--- src/rtl/cfp_pkg.sv ---
// Package for the coordinate frame parser.
// Holds the frame byte codes, the parser phase type and the result struct.
// No dependencies.
package cfp_pkg;

    // Frame byte codes
    localparam logic [7:0] HDR_X    = 8'd88;
    localparam logic [7:0] HDR_Y    = 8'd89;
    localparam logic [7:0] SIGN_POS = 8'h01;

    // Magnitude bytes folded into the value; the 32-bit word holds four at most
    localparam int VALUE_BYTES = 4;
    localparam int ACC_BYTES   = (VALUE_BYTES < 4) ? VALUE_BYTES : 4;

    // Parser phase
    typedef enum logic [1:0] {
        PH_HUNT = 2'd0,
        PH_SIGN = 2'd1,
        PH_LEN  = 2'd2,
        PH_DATA = 2'd3
    } t_phase;

    // One decoded goal
    typedef struct packed {
        logic               axis_is_y;
        logic signed [31:0] goal_value;
    } t_result;

endpackage

--- src/rtl/cfp_parser.sv ---
// Frame parser state and per-byte update for the coordinate frame parser.
// Depends on cfp_pkg.
module cfp_parser (
    input  logic            i_clk,
    input  logic            i_rst_n,
    input  logic            i_step,
    input  logic [7:0]      i_byte,
    output logic            o_done,
    output cfp_pkg::t_result o_result
);
    import cfp_pkg::*;

    t_phase      r_phase, n_phase;
    logic        r_axis, n_axis;
    logic        r_pos, n_pos;
    logic [7:0]  r_len, n_len;
    logic [7:0]  r_seen, n_seen;
    logic [31:0] r_acc, n_acc;

    logic [31:0] byte_shifted;
    logic [7:0]  seen_inc;

    // Place the byte at its lane of the accumulator
    assign byte_shifted = {24'd0, i_byte} << {r_seen[1:0], 3'b000};
    assign seen_inc     = r_seen + 8'd1;

    // Next state and completion
    always_comb begin
        n_phase = r_phase;
        n_axis  = r_axis;
        n_pos   = r_pos;
        n_len   = r_len;
        n_seen  = r_seen;
        n_acc   = r_acc;
        o_done  = 1'b0;
        if (i_step) begin
            case (r_phase)
                PH_HUNT: begin
                    if (i_byte == HDR_X) begin
                        n_axis  = 1'b0;
                        n_phase = PH_SIGN;
                    end else if (i_byte == HDR_Y) begin
                        n_axis  = 1'b1;
                        n_phase = PH_SIGN;
                    end
                end
                PH_SIGN: begin
                    n_pos   = (i_byte == SIGN_POS);
                    n_phase = PH_LEN;
                end
                PH_LEN: begin
                    n_len  = i_byte;
                    n_seen = 8'd0;
                    n_acc  = 32'd0;
                    if (i_byte == 8'd0) begin
                        // empty payload: finish with value zero
                        o_done  = 1'b1;
                        n_len   = 8'd0;
                        n_phase = PH_HUNT;
                    end else begin
                        n_phase = PH_DATA;
                    end
                end
                PH_DATA: begin
                    if (r_seen < 8'(ACC_BYTES)) begin
                        n_acc = r_acc | byte_shifted;
                    end
                    n_seen = seen_inc;
                    if (seen_inc == r_len) begin
                        o_done  = 1'b1;
                        n_len   = 8'd0;
                        n_seen  = 8'd0;
                        n_phase = PH_HUNT;
                    end
                end
                default: begin
                    n_phase = PH_HUNT;
                end
            endcase
        end
    end

    // Apply the sign to the completed magnitude
    always_comb begin
        o_result.axis_is_y  = n_axis;
        o_result.goal_value = r_pos ? $signed(n_acc) : $signed(32'd0 - n_acc);
    end

    // State registers
    always_ff @(posedge i_clk) begin
        if (!i_rst_n) begin
            r_phase <= PH_HUNT;
            r_axis  <= 1'b0;
            r_pos   <= 1'b0;
            r_len   <= 8'd0;
            r_seen  <= 8'd0;
            r_acc   <= 32'd0;
        end else begin
            r_phase <= n_phase;
            r_axis  <= n_axis;
            r_pos   <= n_pos;
            r_len   <= n_len;
            r_seen  <= n_seen;
            r_acc   <= n_acc;
        end
    end

endmodule

--- src/rtl/cfp_out_reg.sv ---
// Result register of the coordinate frame parser.
// Holds one finished goal until the downstream side takes it. Depends on cfp_pkg.
module cfp_out_reg (
    input  logic             i_clk,
    input  logic             i_rst_n,
    input  logic             i_load,
    input  cfp_pkg::t_result i_result,
    input  logic             i_tready,
    output logic             o_space,
    output logic             o_valid,
    output cfp_pkg::t_result o_result
);
    import cfp_pkg::*;

    logic    r_valid;
    t_result r_result;

    // Free when empty or when the held word leaves this cycle
    assign o_space  = !r_valid || i_tready;
    assign o_valid  = r_valid;
    assign o_result = r_result;

    // Valid flag
    always_ff @(posedge i_clk) begin
        if (!i_rst_n) begin
            r_valid <= 1'b0;
        end else if (o_space) begin
            r_valid <= i_load;
        end
    end

    // Payload
    always_ff @(posedge i_clk) begin
        if (o_space && i_load) begin
            r_result <= i_result;
        end
    end

endmodule

--- src/rtl/coordinate_frame_parser.sv ---
// Coordinate frame parser: top level with input register, parser and result register.
// Depends on cfp_pkg, cfp_parser and cfp_out_reg.
//
// Takes one received byte per word and decodes goal frames: header (88 = X, 89 = Y,
// other bytes skipped), sign byte (0x01 positive, anything else negative), length
// byte, then that many magnitude bytes, least significant first; bytes past the
// fourth are consumed without effect. A zero length finishes at the length byte with
// value 0. Each finished frame gives one output word: tuser is the axis (1 = Y) and
// tdata the signed 32-bit goal. A byte is accepted every cycle while the output side
// keeps up; an accepted byte is held in the input register until the parser takes
// it, and its result is held in the result register. Back-pressure from the result
// register is the only thing that stalls input.
module coordinate_frame_parser (
    input  logic        i_clk,
    input  logic        i_rst_n,
    input  logic        s_axis_tvalid,
    output logic        s_axis_tready,
    input  logic [7:0]  s_axis_tdata,   // [7:0] rx_byte
    output logic        m_axis_tvalid,
    input  logic        m_axis_tready,
    output logic [31:0] m_axis_tdata,   // [31:0] goal_value
    output logic        m_axis_tuser    // [0] axis_is_y
);
    import cfp_pkg::*;

    logic       r_in_valid;
    logic [7:0] r_in_byte;
    logic       out_space;
    logic       step;
    logic       done;
    t_result    result;
    t_result    out_result;

    // Advance the held byte into the parser when the result register has room
    assign step          = r_in_valid && out_space;
    assign s_axis_tready = !r_in_valid || out_space;

    // Input register
    always_ff @(posedge i_clk) begin
        if (!i_rst_n) begin
            r_in_valid <= 1'b0;
        end else if (s_axis_tready) begin
            r_in_valid <= s_axis_tvalid;
        end
    end

    always_ff @(posedge i_clk) begin
        if (s_axis_tready && s_axis_tvalid) begin
            r_in_byte <= s_axis_tdata;
        end
    end

    cfp_parser u_parser (
        .i_clk    (i_clk),
        .i_rst_n  (i_rst_n),
        .i_step   (step),
        .i_byte   (r_in_byte),
        .o_done   (done),
        .o_result (result)
    );

    cfp_out_reg u_out_reg (
        .i_clk    (i_clk),
        .i_rst_n  (i_rst_n),
        .i_load   (done),
        .i_result (result),
        .i_tready (m_axis_tready),
        .o_space  (out_space),
        .o_valid  (m_axis_tvalid),
        .o_result (out_result)
    );

    assign m_axis_tdata = out_result.goal_value;
    assign m_axis_tuser = out_result.axis_is_y;

endmodule

--- config.mk ---
export PLATFORM = sky130hd
export DESIGN_NAME = coordinate_frame_parser
export DESIGN_NICKNAME = d
export VERILOG_FILES = /design/src/rtl/cfp_pkg.sv /design/src/rtl/cfp_parser.sv /design/src/rtl/cfp_out_reg.sv /design/src/rtl/coordinate_frame_parser.sv
export SDC_FILE = /design/constraint.sdc
export NUM_CORES = 1
export LEC_CHECK = 0
export ABC_CLOCK_PERIOD_IN_PS = 6600
export BUFFER_PORTS_ARGS = -buffer_cell sky130_fd_sc_hd__buf_2
export CORE_UTILIZATION = 43
export DETAILED_ROUTE_END_ITERATION = 7
export HOLD_SLACK_MARGIN = 0.1
export PLACE_DENSITY = 0.68
export SYNTH_ARGS = -nofsm -noshare
export SYNTH_HDL_FRONTEND = slang
export SYNTH_HIERARCHICAL = 1
export SYNTH_SLANG_ARGS = --single-unit
--- constraint.sdc ---
create_clock -name i_clk -period 6.6 [get_ports i_clk]
set_clock_uncertainty 0.2 [all_clocks]
set_input_delay 0.66 -clock i_clk [delete_from_list [all_inputs] [get_ports i_clk]]
set_output_delay 0.66 -clock i_clk [all_outputs]
set_load 0.005 [all_outputs]
==> impl_metrics.py <==
metrics = {
    "placed_design": {
        "portBuffers": 46,
        "place_congestion": 0.9174,
        "place_hpwl_um": 9165,
    },
    "sta": {
        "fin_crit_sh": 0.6395,
        "drv_slew": 0,
        "worst_slew_pin_slew_ps": 1070,
        "rsz0062_at_grt": "false",
        "fin_tns_setup_ps": 0,
        "fin_crit_ps": 4221,
        "fmax_mhz": 236.9,
        "hold_viol_final": 0,
        "setup_viol_count_final": 0,
        "relSlewSlack": 0.2775,
    },
    "synthesis": {
        "async_flop_share": 0,
        "synth_area_leaders": "edfxtp_1, dfxtp_1, nor2_1",
        "synth_ff_type": "dfxtp_1",
        "synth_top_area_share": 0.2409,
        "netlist_area_sq_um": 5111,
        "ys_ff_latch": 95,
        "yosysWarnings": 6,
        "seq_area_frac_synth": 0.4524,
        "netlist_instances": 563,
        "synth_cell_types": 73,
        "synth.avg_cell_area_sq_um": 9.078,
        "syn-num-nets": 577,
        "synth_edf_count": 41,
        "yosysTopAreaCell": "edfxtp_1",
    },
    "clocking": {
        "postCtsHoldBufs": 0,
        "ctsResizeCount": 0,
        "cts.sinks": 95,
        "clockRootBuffer": "clkbuf_16",
        "htree_levels": 3,
        "cts_buffers": 9,
        "cts_tree": "done",
        "clkTransAtPathRegs_ps": 60,
        "post_cts_buffers": 0,
        "clk_latency_ps": 350,
        "cts_buffer_depth": 2,
    },
    "routing": {
        "drc": 6,
        "wl_um": 13600,
        "viasPerCell": 6.174,
        "detail_route.iter0.violations": 409,
        "wl_per_cell_um": 18.63,
        "vias": 4507,
        "drtPass1Iterations": 8,
        "postRouteAntennaNets": 0,
    },
    "die": {
        "start_util": 0.4438,
        "die_h_um": 111.0,
        "num_rows": 39,
        "dieArea_sq_um": 12330,
        "io_pins": 47,
        "die_w_um": 111.0,
        "coreArea_sq_um": 11520,
    },
    "global_route": {
        "grt_use_met1": 0.3191,
        "grt_use_total": 0.2269,
        "gr-max-usage-layer": "met2",
        "grt_max_degree": 46,
        "grt_first_pass_wirelength_um": 21950,
        "grt_overflow": 0,
        "met2_usage": 0.3505,
        "antenna_found_initial": 0,
        "grt_pass1_vias": 4128,
        "grtUsageMet3": 0.03554,
    },
    "setup_path": {
        "criticalPathCategory": "in -> reg",
        "crit_fanout": 14,
        "critPathLaunchType": "primary input",
        "critPathCaptureType": "register",
        "critPathRequiredTime_ps": 6500,
        "cp.arrival_ps": 4120,
    },
    "final_layout": {
        "drive_above_1_share": 0.1567,
        "area_delta_synth_final_pct": 10.67,
        "nFillCells": 1102,
        "layout.nets": 596,
        "final_common_cell": "nor2_1",
        "layout_common_cells": "nor2_1, dfxtp_1, a21oi_1",
        "antenna_cells": 0,
    },
    "power_and_ir_drop": {
        "p_sw_mw": 0.2538,
        "switching_share": 0.2162,
        "irDropWorstVdd_mv": 0.1124,
        "pwr-share-seq": 0.538,
        "p_int_mw": 0.9201,
        "p_leak_nw": 2.222,
        "power.total_mw": 1.174,
        "power_density_nw_per_um2": 207.5,
        "p_comb_frac": 0.018,
        "clockPowerShare": 0.444,
    },
    "flow_run": {
        "cap_violations": 0,
    },
    "outcome": {
        "status": "finished with violations",
        "violations": "design-rule violations",
    },
    "worst_hold_path": {
        "hp-class": "in -> reg",
    },
}
## cell families (layout without fill, tap and decap cells)
logic type,count (synthesis),count (layout),share of synthesized area
xor+xnor,31,31,0.05581
fa+ha+maj,2,2,0.004895
buf+inv,52,76,0.04504
mux,3,3,0.006609
flops,95,95,0.4524
compound gates,151,151,0.2096
simple gates,229,229,0.2257
## per-layer routing
layer  share of wire  up-vias  wire length [um]
met3           0.075       23              1023
met4           0.018        0               241
met1            0.46     2165              6200
li1                -     2104                 -
met5               0        -                 0
met2            0.45      215              6134
## per-stage QoR
stage | cell area [sq um] | hold WS, ps | setup slack, ps | util | instances
6_report | 5657 | 282.8 | 2379 | 0.4912 | 730
3_5_place_dp | 5359 | 289.3 | 2082 | 0.4653 | 714
4_1_cts | 5657 | 273.9 | 2442 | 0.4912 | 730
2_1_floorplan | 5111 | 264.1 | 2623 | - | 563
3_3_place_gp | 5359 | 280.8 | 2195 | 0.4653 | 714
5_1_grt | 5657 | 274.0 | 2216 | 0.4912 | 730
## power by group through the flow
stage          clock network, mW  logic, mW  registers, mW
4_1_cts                    0.530     0.0210          0.630
6_report                   0.522     0.0212          0.631
5_1_grt                    0.553     0.0231          0.631
3_3_place_gp                   0     0.0207          0.643
2_1_floorplan                  0     0.0218          0.628
3_5_place_dp                   0     0.0209          0.643
## worst max-delay path, cell delays in order
cell and delay, ps:
buf_2 100, nand2b_4 140, and2_2 240, and4bb_1 370, a41oi_1 290, nor2_1 90
inv_1 90, ha_1 240, or4b_2 610, a41oi_1 180, a221o_1 380, nand4_1 320
a21oi_1 300, xnor2_1 100
## flip-flops by register name, indices dropped and copies added, names as in the netlist
| register | count |
|---|---|
| r_in_byte | 8 |
| r_in_valid | 1 |
| u_out_reg/o_result | 33 |
| u_out_reg/o_valid | 1 |
| u_parser/r_acc | 32 |
| u_parser/r_axis | 1 |
| u_parser/r_len | 8 |
| u_parser/r_phase | 2 |
| u_parser/r_pos | 1 |
| u_parser/r_seen | 8 |
## Yosys cell counts, types with 3 or more instances
library cell and n:
mux2_2 3, o21ai_0 25, nor4_1 16, inv_1 9, nand2_1 43, and3b_1 3
a41oi_1 9, dfxtp_1 54, buf_1 3, o311ai_0 3, buf_2 7, o41ai_1 5
edfxtp_1 41, buf_4 5, or3_1 7, and2_1 5, a31oi_1 9, nand2b_1 3
or4_1 3, a21oi_1 48, xor2_1 12, nor3_1 18, o21a_1 5, nor2_1 86
clkbuf_1 26, or2_2 6, nand3_1 14, o31ai_1 3, a41o_1 4, a211oi_1 4
o31a_1 3, a21o_1 5, nand3b_1 3, xnor2_1 18, nand4_1 5
## path summary, 6_finish.rpt
path,startpoint,end,slack [ps],cells past startpoint
max,m_axis_tready,u_out_reg/o_result[28],2380,14
min,s_axis_tdata[3],r_in_byte[3],280,1
max reg2reg,u_out_reg/o_valid,u_out_reg/o_result[28],2470,13
min reg2reg,u_parser/r_len[7],u_parser/r_len[7],300,2
## cell type report
class / instances / area, sq um / area share
multi-input combinational: 416 / 2570 / 0.4543
sequential: 95 / 2312 / 0.4088
clock buffer: 14 / 285.3 / 0.05043
timing repair buffer: 50 / 260.3 / 0.04601
tap: 143 / 178.9 / 0.03163
inverter: 10 / 37.54 / 0.006636
clock inverter: 2 / 12.51 / 0.002212
Note: power is estimated with default switching activity, not from simulation.
